$ cat src/hdl/assert_macros.svh
`ifndef ASSERT_MACROS_SVH
`define ASSERT_MACROS_SVH

// Same-cycle implication, checked at every rising clock edge outside reset.
`define ASSERT_IMPL(label, clk, rst_n, ante, cons) \
    label: assert property (@(posedge clk) disable iff (!rst_n) (ante) |-> (cons)) \
        else $error("assertion failed");

// Next-cycle implication, checked at every rising clock edge outside reset.
`define ASSERT_NEXT(label, clk, rst_n, ante, cons) \
    label: assert property (@(posedge clk) disable iff (!rst_n) (ante) |=> (cons)) \
        else $error("assertion failed");

`endif

$ cat src/hdl/plcg_pkg.sv
package plcg_pkg;

    localparam int POS_W     = 17;
    localparam int CNT_W     = 3;
    localparam int COLOR_W   = 24;
    localparam int CH_W      = 8;
    localparam int NUM_CH    = 3;
    localparam int NUM_SEGS  = 6;
    localparam int SEG_W     = 3;
    localparam int SCALED_W  = 19;
    localparam int FRAC_W    = 17;
    localparam int PROD_W    = 25;
    localparam int IDX_W     = 4;
    localparam int LATENCY   = 4;

    localparam logic [POS_W-1:0]  ONE_Q16   = 17'h10000;
    localparam logic [PROD_W-1:0] PROD_MAX  = 25'(255 * 65536);
    localparam logic [PROD_W:0]   ROUND_BIAS = 26'h8000;

    localparam logic [IDX_W-1:0] REG_STOP_COUNT   = 4'd0;
    localparam logic [IDX_W-1:0] REG_STOP_COLOR_0 = 4'd1;

    localparam logic [CNT_W-1:0]   RST_STOP_COUNT = 3'd2;
    localparam logic [COLOR_W-1:0] COLOR_BLACK    = 24'h000000;
    localparam logic [COLOR_W-1:0] COLOR_WHITE    = 24'hFFFFFF;

    typedef logic [COLOR_W-1:0] t_color;

    typedef struct packed {
        logic [CNT_W-1:0]              count;
        logic [NUM_SEGS-1:0][COLOR_W-1:0] lo;
        logic [NUM_SEGS-1:0][COLOR_W-1:0] hi;
    } t_palette;

    typedef struct packed {
        logic              valid;
        t_color            c0;
        t_color            c1;
        logic [FRAC_W-1:0] frac;
    } t_seg_data;

endpackage

$ cat src/hdl/plcg_cfg.sv
module plcg_cfg (
    input  logic                        i_clk,
    input  logic                        i_rst_n,
    input  logic                        i_cfg_valid,
    input  logic [plcg_pkg::IDX_W-1:0]  i_cfg_index,
    input  logic [plcg_pkg::COLOR_W-1:0] i_cfg_data,
    output plcg_pkg::t_palette          o_palette
);

    plcg_pkg::t_palette r_pal;
    plcg_pkg::t_palette n_pal;

    // Each inner stop color is kept twice: as the lower end of one segment and as the
    // upper end of the previous one, so each copy is read at a single address.
    always_comb begin
        n_pal = r_pal;
        if (i_cfg_valid) begin
            if (i_cfg_index == plcg_pkg::REG_STOP_COUNT) begin
                n_pal.count = i_cfg_data[plcg_pkg::CNT_W-1:0];
            end
            for (int j = 0; j < plcg_pkg::NUM_SEGS; j++) begin
                if (i_cfg_index == plcg_pkg::REG_STOP_COLOR_0 + plcg_pkg::IDX_W'(j)) begin
                    n_pal.lo[j] = i_cfg_data;
                end
                if (i_cfg_index == plcg_pkg::REG_STOP_COLOR_0 + plcg_pkg::IDX_W'(j + 1)) begin
                    n_pal.hi[j] = i_cfg_data;
                end
            end
        end
    end

    // The second stop resets to white; it is the upper end of segment 0 and
    // the lower end of segment 1.
    always_ff @(posedge i_clk) begin
        if (!i_rst_n) begin
            r_pal.count <= plcg_pkg::RST_STOP_COUNT;
            for (int j = 0; j < plcg_pkg::NUM_SEGS; j++) begin
                r_pal.lo[j] <= (j == 1) ? plcg_pkg::COLOR_WHITE : plcg_pkg::COLOR_BLACK;
                r_pal.hi[j] <= (j == 0) ? plcg_pkg::COLOR_WHITE : plcg_pkg::COLOR_BLACK;
            end
        end else begin
            r_pal <= n_pal;
        end
    end

    assign o_palette = r_pal;

endmodule

$ cat src/hdl/plcg_seg.sv
`include "assert_macros.svh"

module plcg_seg (
    input  logic                       i_clk,
    input  logic                       i_rst_n,
    input  logic                       i_valid,
    input  logic [plcg_pkg::POS_W-1:0] i_position,
    input  plcg_pkg::t_palette         i_palette,
    output plcg_pkg::t_seg_data        o_seg
);

    logic                          r1_valid;
    logic [plcg_pkg::SCALED_W-1:0] r1_scaled;
    logic [plcg_pkg::CNT_W-1:0]    r1_nm1;

    logic [plcg_pkg::POS_W-1:0]    pos_sat;
    logic [plcg_pkg::CNT_W-1:0]    nm1;
    logic [plcg_pkg::SCALED_W-1:0] n1_scaled;

    logic [plcg_pkg::SEG_W-1:0]    seg_raw;
    logic [plcg_pkg::SEG_W-1:0]    seg_last;
    logic [plcg_pkg::SEG_W-1:0]    seg;
    logic [plcg_pkg::SCALED_W-1:0] frac_wide;

    plcg_pkg::t_seg_data           r_seg;
    plcg_pkg::t_seg_data           n_seg;

    always_comb begin
        pos_sat = (i_position > plcg_pkg::ONE_Q16) ? plcg_pkg::ONE_Q16 : i_position;
        nm1 = (i_palette.count == '0) ? '0 : i_palette.count - 1'b1;
        n1_scaled = plcg_pkg::SCALED_W'(pos_sat) * plcg_pkg::SCALED_W'(nm1);
    end

    always_ff @(posedge i_clk) begin
        if (!i_rst_n) begin
            r1_valid <= 1'b0;
        end else begin
            r1_valid <= i_valid;
        end
        r1_scaled <= n1_scaled;
        r1_nm1    <= nm1;
    end

    always_comb begin
        seg_raw  = r1_scaled[plcg_pkg::SCALED_W-1:16];
        seg_last = r1_nm1 - 1'b1;
        if (r1_nm1 == '0) begin
            seg = '0;
        end else if (seg_raw > seg_last) begin
            seg = seg_last;
        end else begin
            seg = seg_raw;
        end
        frac_wide = r1_scaled - {seg, 16'h0000};

        n_seg.valid = r1_valid;
        n_seg.c0    = i_palette.lo[seg];
        if (r1_nm1 == '0) begin
            n_seg.c1   = i_palette.lo[seg];
            n_seg.frac = '0;
        end else begin
            n_seg.c1   = i_palette.hi[seg];
            n_seg.frac = frac_wide[plcg_pkg::FRAC_W-1:0];
        end
    end

    always_ff @(posedge i_clk) begin
        if (!i_rst_n) begin
            r_seg.valid <= 1'b0;
        end else begin
            r_seg.valid <= n_seg.valid;
        end
        r_seg.c0   <= n_seg.c0;
        r_seg.c1   <= n_seg.c1;
        r_seg.frac <= n_seg.frac;
    end

    assign o_seg = r_seg;

    `ASSERT_IMPL(a_frac_bound, i_clk, i_rst_n, r_seg.valid, r_seg.frac <= plcg_pkg::ONE_Q16)

endmodule

$ cat src/hdl/plcg_lerp.sv
`include "assert_macros.svh"

module plcg_lerp (
    input  logic                      i_clk,
    input  logic                      i_rst_n,
    input  plcg_pkg::t_seg_data       i_seg,
    output logic                      o_valid,
    output logic [plcg_pkg::CH_W-1:0] o_red,
    output logic [plcg_pkg::CH_W-1:0] o_green,
    output logic [plcg_pkg::CH_W-1:0] o_blue
);

    logic                        r_valid;
    logic [plcg_pkg::CH_W-1:0]   r_a    [plcg_pkg::NUM_CH];
    logic                        r_up   [plcg_pkg::NUM_CH];
    logic [plcg_pkg::PROD_W-1:0] r_prod [plcg_pkg::NUM_CH];

    logic [plcg_pkg::CH_W-1:0]   n_a    [plcg_pkg::NUM_CH];
    logic                        n_up   [plcg_pkg::NUM_CH];
    logic [plcg_pkg::PROD_W-1:0] n_prod [plcg_pkg::NUM_CH];

    logic                        r_out_valid;
    logic [plcg_pkg::CH_W-1:0]   r_out  [plcg_pkg::NUM_CH];
    logic [plcg_pkg::CH_W-1:0]   n_out  [plcg_pkg::NUM_CH];

    logic [plcg_pkg::CH_W-1:0]   ch_a   [plcg_pkg::NUM_CH];
    logic [plcg_pkg::CH_W-1:0]   ch_b   [plcg_pkg::NUM_CH];
    logic [plcg_pkg::CH_W-1:0]   ch_d   [plcg_pkg::NUM_CH];
    logic [plcg_pkg::PROD_W:0]   rounded [plcg_pkg::NUM_CH];
    logic [plcg_pkg::CH_W-1:0]   mag    [plcg_pkg::NUM_CH];

    // Lane 0 is red, taken from the top byte of the packed color.
    always_comb begin
        for (int k = 0; k < plcg_pkg::NUM_CH; k++) begin
            ch_a[k] = i_seg.c0[(plcg_pkg::NUM_CH-1-k)*plcg_pkg::CH_W +: plcg_pkg::CH_W];
            ch_b[k] = i_seg.c1[(plcg_pkg::NUM_CH-1-k)*plcg_pkg::CH_W +: plcg_pkg::CH_W];
            n_up[k] = (ch_b[k] >= ch_a[k]);
            ch_d[k] = n_up[k] ? (ch_b[k] - ch_a[k]) : (ch_a[k] - ch_b[k]);
            n_a[k]  = ch_a[k];
            n_prod[k] = plcg_pkg::PROD_W'(ch_d[k]) * plcg_pkg::PROD_W'(i_seg.frac);
        end
    end

    always_ff @(posedge i_clk) begin
        if (!i_rst_n) begin
            r_valid <= 1'b0;
        end else begin
            r_valid <= i_seg.valid;
        end
        for (int k = 0; k < plcg_pkg::NUM_CH; k++) begin
            r_a[k]    <= n_a[k];
            r_up[k]   <= n_up[k];
            r_prod[k] <= n_prod[k];
        end
    end

    always_comb begin
        for (int k = 0; k < plcg_pkg::NUM_CH; k++) begin
            rounded[k] = {1'b0, r_prod[k]} + plcg_pkg::ROUND_BIAS;
            mag[k]     = rounded[k][23:16];
            n_out[k]   = r_up[k] ? (r_a[k] + mag[k]) : (r_a[k] - mag[k]);
        end
    end

    always_ff @(posedge i_clk) begin
        if (!i_rst_n) begin
            r_out_valid <= 1'b0;
        end else begin
            r_out_valid <= r_valid;
        end
        for (int k = 0; k < plcg_pkg::NUM_CH; k++) begin
            r_out[k] <= n_out[k];
        end
    end

    assign o_valid = r_out_valid;
    assign o_red   = r_out[0];
    assign o_green = r_out[1];
    assign o_blue  = r_out[2];

    `ASSERT_IMPL(a_prod_bound, i_clk, i_rst_n, r_valid, r_prod[0] <= plcg_pkg::PROD_MAX)
    `ASSERT_NEXT(a_valid_follow, i_clk, i_rst_n, r_valid, r_out_valid)

endmodule

$ cat src/hdl/piecewise_linear_color_gradient.sv
// Channel   Direction  Handshake                 Payload
// command   in         i_start / o_busy          i_position
// result    out        o_valid (one-cycle strobe) o_red, o_green, o_blue
// config    in         i_cfg_valid / o_cfg_ready i_cfg_index, i_cfg_data
//
// One transaction is taken in every cycle; o_busy is always low.
// Each result passes through four register stages in order:
// scale by stop count, segment select, per-channel multiply, round and add.
// Reset is synchronous and active low; it clears the valid bits and loads the default palette.
// The receiver cannot stall, so the pipeline never holds.

`include "assert_macros.svh"

module piecewise_linear_color_gradient (
    input  logic                         i_clk,
    input  logic                         i_rst_n,
    input  logic                         i_start,
    output logic                         o_busy,
    input  logic [plcg_pkg::POS_W-1:0]   i_position,
    output logic                         o_valid,
    output logic [plcg_pkg::CH_W-1:0]    o_red,
    output logic [plcg_pkg::CH_W-1:0]    o_green,
    output logic [plcg_pkg::CH_W-1:0]    o_blue,
    input  logic                         i_cfg_valid,
    output logic                         o_cfg_ready,
    input  logic [plcg_pkg::IDX_W-1:0]   i_cfg_index,
    input  logic [plcg_pkg::COLOR_W-1:0] i_cfg_data
);

    plcg_pkg::t_palette  palette;
    plcg_pkg::t_seg_data seg_data;
    logic                accept;

    assign o_busy      = 1'b0;
    assign o_cfg_ready = 1'b1;
    assign accept      = i_start & ~o_busy;

    plcg_cfg u_cfg (
        .i_clk       (i_clk),
        .i_rst_n     (i_rst_n),
        .i_cfg_valid (i_cfg_valid & o_cfg_ready),
        .i_cfg_index (i_cfg_index),
        .i_cfg_data  (i_cfg_data),
        .o_palette   (palette)
    );

    plcg_seg u_seg (
        .i_clk      (i_clk),
        .i_rst_n    (i_rst_n),
        .i_valid    (accept),
        .i_position (i_position),
        .i_palette  (palette),
        .o_seg      (seg_data)
    );

    plcg_lerp u_lerp (
        .i_clk   (i_clk),
        .i_rst_n (i_rst_n),
        .i_seg   (seg_data),
        .o_valid (o_valid),
        .o_red   (o_red),
        .o_green (o_green),
        .o_blue  (o_blue)
    );

    `ASSERT_IMPL(a_latency, i_clk, i_rst_n, o_valid, $past(accept, plcg_pkg::LATENCY))

endmodule
$ cat config.mk
export PLATFORM = sky130hd
export DESIGN_NAME = piecewise_linear_color_gradient
export DESIGN_NICKNAME = d
export VERILOG_FILES = /design/src/hdl/plcg_pkg.sv /design/src/hdl/plcg_cfg.sv /design/src/hdl/plcg_seg.sv /design/src/hdl/plcg_lerp.sv /design/src/hdl/piecewise_linear_color_gradient.sv
export VERILOG_INCLUDE_DIRS = /design/src /design/src/hdl
export SDC_FILE = /design/constraint.sdc
export NUM_CORES = 2
export LEC_CHECK = 0
export ABC_CLOCK_PERIOD_IN_PS = 9400
export CELL_PAD_IN_SITES_DETAIL_PLACEMENT = 0
export CELL_PAD_IN_SITES_GLOBAL_PLACEMENT = 1
export CORE_MARGIN = 2
export CORE_UTILIZATION = 52
export CTS_CLUSTER_DIAMETER = 200
export DETAILED_ROUTE_END_ITERATION = 10
export DONT_BUFFER_PORTS = 1
export GPL_ROUTABILITY_DRIVEN = 0
export PLACE_DENSITY_LB_ADDON = 0.2
export SYNTH_ARGS = -nofsm -noshare
export SYNTH_HDL_FRONTEND = slang
export SYNTH_HIERARCHICAL = 1
export SYNTH_SLANG_ARGS = --single-unit
$ cat constraint.sdc
create_clock -name i_clk -period 9.4 [get_ports i_clk]
set_input_delay 0.94 -clock i_clk [delete_from_list [all_inputs] [get_ports i_clk]]
set_output_delay 0.94 -clock i_clk [all_outputs]
set_load 0.02 [all_outputs]
Word level (Yosys, flattened, before mapping)
Memory sizes are Yosys's and may differ from the RTL's.
Cells that the tools add are included.
{"block": "totals", "n_memories": 4, "register_bits": 262, "word_cells": 82, "ram_bits": 126, "out_inout_bits": 27}
{"block": "op_classes", "multipliers": 4, "mux": 15, "eq_ne": 7, "reduce_logical": 11, "magnitude_cmp": 6, "add_sub_neg": 18}
{"name": "u_lerp.r_prod", "depth": 3, "word_bits": 25, "rd": 3, "rd_clocked_by_memory_dff": 0, "wr": 3, "line": "plcg_lerp.sv:16", "text": "logic [plcg_pkg::PROD_W-1:0] r_prod [plcg_pkg::NUM_CH];"}
{"name": "u_lerp.r_a", "depth": 3, "word_bits": 8, "rd": 3, "rd_clocked_by_memory_dff": 0, "wr": 3, "line": "plcg_lerp.sv:14", "text": "logic [plcg_pkg::CH_W-1:0] r_a [plcg_pkg::NUM_CH];"}
{"name": "u_lerp.r_out", "depth": 3, "word_bits": 8, "rd": 3, "rd_clocked_by_memory_dff": 0, "wr": 3, "line": "plcg_lerp.sv:23", "text": "logic [plcg_pkg::CH_W-1:0] r_out [plcg_pkg::NUM_CH];"}
{"name": "u_lerp.r_up", "depth": 3, "word_bits": 1, "rd": 3, "rd_clocked_by_memory_dff": 0, "wr": 3, "line": "plcg_lerp.sv:15", "text": "logic r_up [plcg_pkg::NUM_CH];"}
{"cell": "binary-select mux 24 bit (select 3 bit)", "count": 2}
{"cell": "multiplier 8 x 17 -> 25 bit", "count": 3}
{"cell": "adder 24 x 16 -> 24 bit, second input constant", "count": 3}
{"cell": "subtractor 8 bit", "count": 9}
{"cell": "two-way mux 24 bit", "count": 2}
{"cell": "two-way mux 8 bit", "count": 6}
{"cell": "two-way mux 41 bit", "count": 1}
{"cell": "adder 8 bit", "count": 3}
{"cell": "greater-or-equal comparator 8 bit", "count": 3}
{"cell": "multiplier 17 x 3 -> 19 bit", "count": 1}
{"cell": "> comparator 17 bit, second input constant", "count": 1}
{"cell": "two-way mux 17 bit", "count": 1}
{"cell": "subtractor 17 bit", "count": 1}
{"cell": "== test 4 x 3 -> 1 bit, second input constant", "count": 4}
{"cell": "AND reduction 2 bit", "count": 8}
{"cell": "two-way mux 3 bit", "count": 3}
{"cell": "== test 4 x 2 -> 1 bit, second input constant", "count": 2}
{"cell": "zero test 3 bit", "count": 2}
{"cell": "subtractor 3 x 1 -> 3 bit, second input constant", "count": 2}
{"cell": "== test 4 x 1 -> 1 bit, second input constant", "count": 1}
{"cell": "zero test 4 bit", "count": 1}
{"cell": "< comparator 3 x 4 -> 1 bit, second input constant", "count": 1}
{"cell": "> comparator 3 bit", "count": 1}

Longest topological paths before layout
{"block": "depth", "ltp_word": 7, "mapped_depth": 32, "mapped_depth_nobuf": 31}

Cells and area by module
Netlist, hierarchy kept.
{"mod": "plcg_lerp", "n_inst": 1, "area_per_inst_um2": 16955.0, "cells_each": 1890, "seq_area_each_um2": 1601.5}
{"mod": "plcg_cfg", "n_inst": 1, "area_per_inst_um2": 7169.4, "cells_each": 742, "seq_area_each_um2": 3423.3}
{"mod": "plcg_seg", "n_inst": 1, "area_per_inst_um2": 6043.3, "cells_each": 648, "seq_area_each_um2": 1781.7}
{"mod": "piecewise_linear_color_gradient", "n_inst": 1, "area_per_inst_um2": 22.5, "cells_each": 4, "seq_area_each_um2": 0.0}

Least setup slack after synthesis
OpenSTA, ideal clock, no wires.
{"block": "synth_path", "path_kind": "reg-to-reg", "from": "reg u_seg.r_seg, in the netlist u_seg/o_seg[33]", "to": "mem u_lerp/r_prod[0][23] (netlist name)", "arrival_time_ns": 7.387, "t_required_ns": 9.276, "path_stages_with_launch": 33, "n_path_buf": 2, "setup_time_ns": 0.124, "synth_period_minus_slack_ns": 7.512, "setup_slack_ns": 1.888, "cell_sequence": "dfxtp_1 -> inv_1 -> ha_1 -> inv_1 -> fa_1 -> a21oi_1 -> o21ai_0 -> a21oi_2 -> buf_4 -> mux2i_1 -> nor3_1 -> a211oi_1 -> nor2b_1 -> xnor2_1 -> clkbuf_2 -> nand2b_1 -> fa_1 -> fa_1 -> inv_1 -> fa_1 -> inv_1 -> fa_1 -> inv_1 -> ha_1 -> o21ai_0 -> o21ai_0 -> a2111oi_0 -> o21ai_0 -> o21ai_0 -> o31ai_1 -> o41ai_1 -> o21bai_1 -> xor2_1"}
{"element": "start: declaration", "line": "plcg_seg.sv:25", "text": "plcg_pkg::t_seg_data r_seg;"}
{"element": "end: declaration", "line": "plcg_lerp.sv:16"}

==> metrics <==
outcome=finished clean; share of async-settable or async-resettable flops after synthesis=0; vias per inst=5.431; CTS tree=done; number of input and output port buffers inserted=0; syn nets=3,839; maximum number of pins on one net before global-route repair=201; startpoint kind of the worst setup timing path=register; fraction of the mapped netlist area in adder cells=0.2816; number of global-route vias before repair=21.67k; worst-path maximum fanout=13; final-report setup violation count=0; CTS buffer count=39; ratio of final minimum period to clock period=0.9176; EDFF count, synth=0; sequential cell area fraction in the yosys report=0.2255; final-stage net count=3,638; share of the synthesized area in the top cell type=0.2255; Detailed Route WL=68,930 microns; initial antenna violation count=1; power density relative to cell area=380.5 nW/um^2; mux cell area share after synthesis=0.1060; first-pass GRT wire length=112,900 microns; Max Root-Sink Buffers=3; number of buffers inserted by hold repair at cts=0; remaining number of nets flagged by the antenna check after routing=0; detailed-routed wire length on met3=3568 microns; number of ports placed on the die boundary=76; Min Clock Period, post-route=8.625 ns; std cell rows=88; leakage component of the power=0.01520 uW; Layout area overhead=3.477%; Slew @ Worst Pin=1.152 ns; post-route core utilization=0.5425; Cell variety after synth=78; post-CTS setup buffers=0; top routing layer used=met4; mean instance size in the synthesized netlist=9.193 sq um; sinks on the clock net=340; post-synthesis simple-gate area fraction=0.1521; prevailing post-synth register cell=sky130_fd_sc_hd__dfxtp_1; worst setup path class=register to register; Starting DRT DRC Count=1,015; synthesized flop and latch total=340; cell with the most instances after synthesis=sky130_fd_sc_hd__inv_1; data arrival time of the critical path=9.06 ns; First-pass DRT Iterations=6; class of the worst hold path=register to register; largest stage delay on the critical path=0.77 ns; complex-gate fraction of the synthesized area=0.08906; Starting Density=0.5243; instance count after placement with tap cells included=3,807; biggest area contributors in the synthesized netlist=sky130_fd_sc_hd__dfxtp_1, sky130_fd_sc_hd__fa_1, sky130_fd_sc_hd__mux2i_1; top achievable clock speed=0.1159 GHz; max-slew violation count=0; Clock Latency Late Sink=0.57 ns; commonest cells in the netlist=sky130_fd_sc_hd__inv_1, sky130_fd_sc_hd__dfxtp_1, sky130_fd_sc_hd__mux2i_1; diode count=0; remaining design rule violation count=0; clk slew on worst S/H paths=0.06 ns; post-route non-filler standard cell count=3,873; relative slew slack=0.2313; global-route congestion overflow total=0; root buffer selected by CTS=sky130_fd_sc_hd__clkbuf_16; quantity of gates resized following cts=0; cell count after synthesis=3,284; Detail Placement HPWL=48,430 microns; most area-hungry cell type in the Yosys netlist=sky130_fd_sc_hd__dfxtp_1; met2 routed WL=32,320 microns; ratio of cells with drive above 1 in the final layout=0.04923; main combinational cell family by area after synthesis=adder cells; Core Footprint=57,590 sq um; setup repair after global routing missed its margin=no; master of the slowest instance on the critical path=sky130_fd_sc_hd__xnor2_1; endpoint kind of the worst setup timing path=register; Syn. warnings=6; routed length on met1=31,720 microns; total routing usage reported by global routing=0.2347; mapped cell area=30,190 sq um; via count=21.03k; max capacitance violation total=0; worst voltage drop across the vdd grid=0.2115 mV; TNS Setup=0 ns; Die Area=60,000 sq um; required time of the critical path=9.83 ns; detailed-route wire length per cell=17.80 microns; worst clock skew=0.01397 ns; floorplan die width=245.0 microns; maximum level of the CTS H-tree=2; xor/xnor cell area share of the yosys netlist=0.03854; die boundary height=245.0 microns; final count of hold timing violations=0
-- state kept, by name (all words and copies together) (netlist names) --
name / flops
u_lerp/r_up: 3
u_lerp/r_prod: 27
u_lerp/r_out: 24
u_lerp/r_valid: 1
u_seg/r1_nm1: 3
u_seg/r1_valid: 1
u_lerp/r_a: 24
u_seg/o_seg: 66
u_seg/r1_scaled: 19
u_lerp/o_valid: 1
u_cfg/o_palette: 171
-- final cells by class --
cell class              instances  area [sq um]
fillers                      5239         26350
flip-flops and latches        340          6807
multi-input cells            2239         20290
repair buffers                 43         322.8
clock inverters                13         196.4
well taps                     765         957.2
inverters                     420          1577
clock buffers                  53          1090
-- final timing paths --
path / startpoint / end / slack [ns] / depth (start not counted)
worst min register to register: u_seg/o_seg[64]$_DFF_P_ / u_lerp/r_a[0][7]$_DFF_P_ / 0.36 / 0
worst min-delay path: u_seg/o_seg[64]$_DFF_P_ / u_lerp/r_a[0][7]$_DFF_P_ / 0.36 / 0
worst max-delay path: u_seg/o_seg[41]$_DFF_P_ / u_lerp/r_prod[0][73]$_DFF_P_ / 0.77 / 29
worst max register to register: u_seg/o_seg[41]$_DFF_P_ / u_lerp/r_prod[0][73]$_DFF_P_ / 0.77 / 29
-- per-stage QoR --
stage	total power (uW)	hold WS (ns)	setup WS [ns]	instance area, sq um
after floorplan	8408	0.3308	1.889	30190
after global placement	10220	0.3359	1.237	29950
after detailed placement	10410	0.3416	0.8573	29950
after CTS	12040	0.3598	0.8549	31240
after global routing	13320	0.3762	0.06600	31240
final	11890	0.3639	0.7748	31240
-- cells by family after synthesis --
logic type,after synthesis
adder cells (fa/ha/maj),506
buffers and inverters,705
multiplexers,318
AO/OA/AOI/OAI,397
other,2
AND/OR/NAND/NOR,884
XOR/XNOR,132
flip-flops,340
-- worst max-delay path: cells and delay by family, from the launching register on --
family	cells	cell delay, ns
simple gates	1	0.18
flops	1	0.36
buf+inv	4	0.21
mux	1	0.32
fa+ha+maj	7	2.82
compound gates	14	3.65
xor+xnor	2	0.93
-- routing by layer --
layer  vias up  global-route usage
met5         -                   0
li1      10130                   -
met2       374              0.3932
met3        88             0.04231
met1     10450              0.3150
met4         0             0.05560
-- report_power, final --
group	switching, uW	internal [uW]	total [uW]
clock network	625	903	1530
logic	4830	3550	8380
registers	263	1720	1980
-- layout by cell type, fill, tap and decap left out, types with 9 or more instances in the layout --
cell,count
sky130_fd_sc_hd__nor2b_1,130
sky130_fd_sc_hd__o22a_1,48
sky130_fd_sc_hd__o21bai_1,18
sky130_fd_sc_hd__and2_1,233
sky130_fd_sc_hd__ha_1,217
sky130_fd_sc_hd__o22ai_1,26
sky130_fd_sc_hd__xor2_1,38
sky130_fd_sc_hd__a31oi_1,13
sky130_fd_sc_hd__o311ai_0,17
sky130_fd_sc_hd__nor2_1,78
sky130_fd_sc_hd__mux2i_1,302
sky130_fd_sc_hd__a21oi_1,74
sky130_fd_sc_hd__nand3_1,24
sky130_fd_sc_hd__mux2_2,14
sky130_fd_sc_hd__inv_1,419
sky130_fd_sc_hd__fa_1,289
sky130_fd_sc_hd__a21o_1,25
sky130_fd_sc_hd__nor3_1,30
sky130_fd_sc_hd__nand4_1,10
sky130_fd_sc_hd__clkbuf_1,9
sky130_fd_sc_hd__a211oi_1,11
sky130_fd_sc_hd__nand2_1,292
sky130_fd_sc_hd__o21ai_1,42
sky130_fd_sc_hd__dfxtp_1,340
sky130_fd_sc_hd__o21ai_0,58
sky130_fd_sc_hd__nand2b_1,33
sky130_fd_sc_hd__and3_1,17
sky130_fd_sc_hd__buf_4,43
sky130_fd_sc_hd__clkbuf_16,40
sky130_fd_sc_hd__xnor2_1,87
Power figures use the tool's default switching activity.
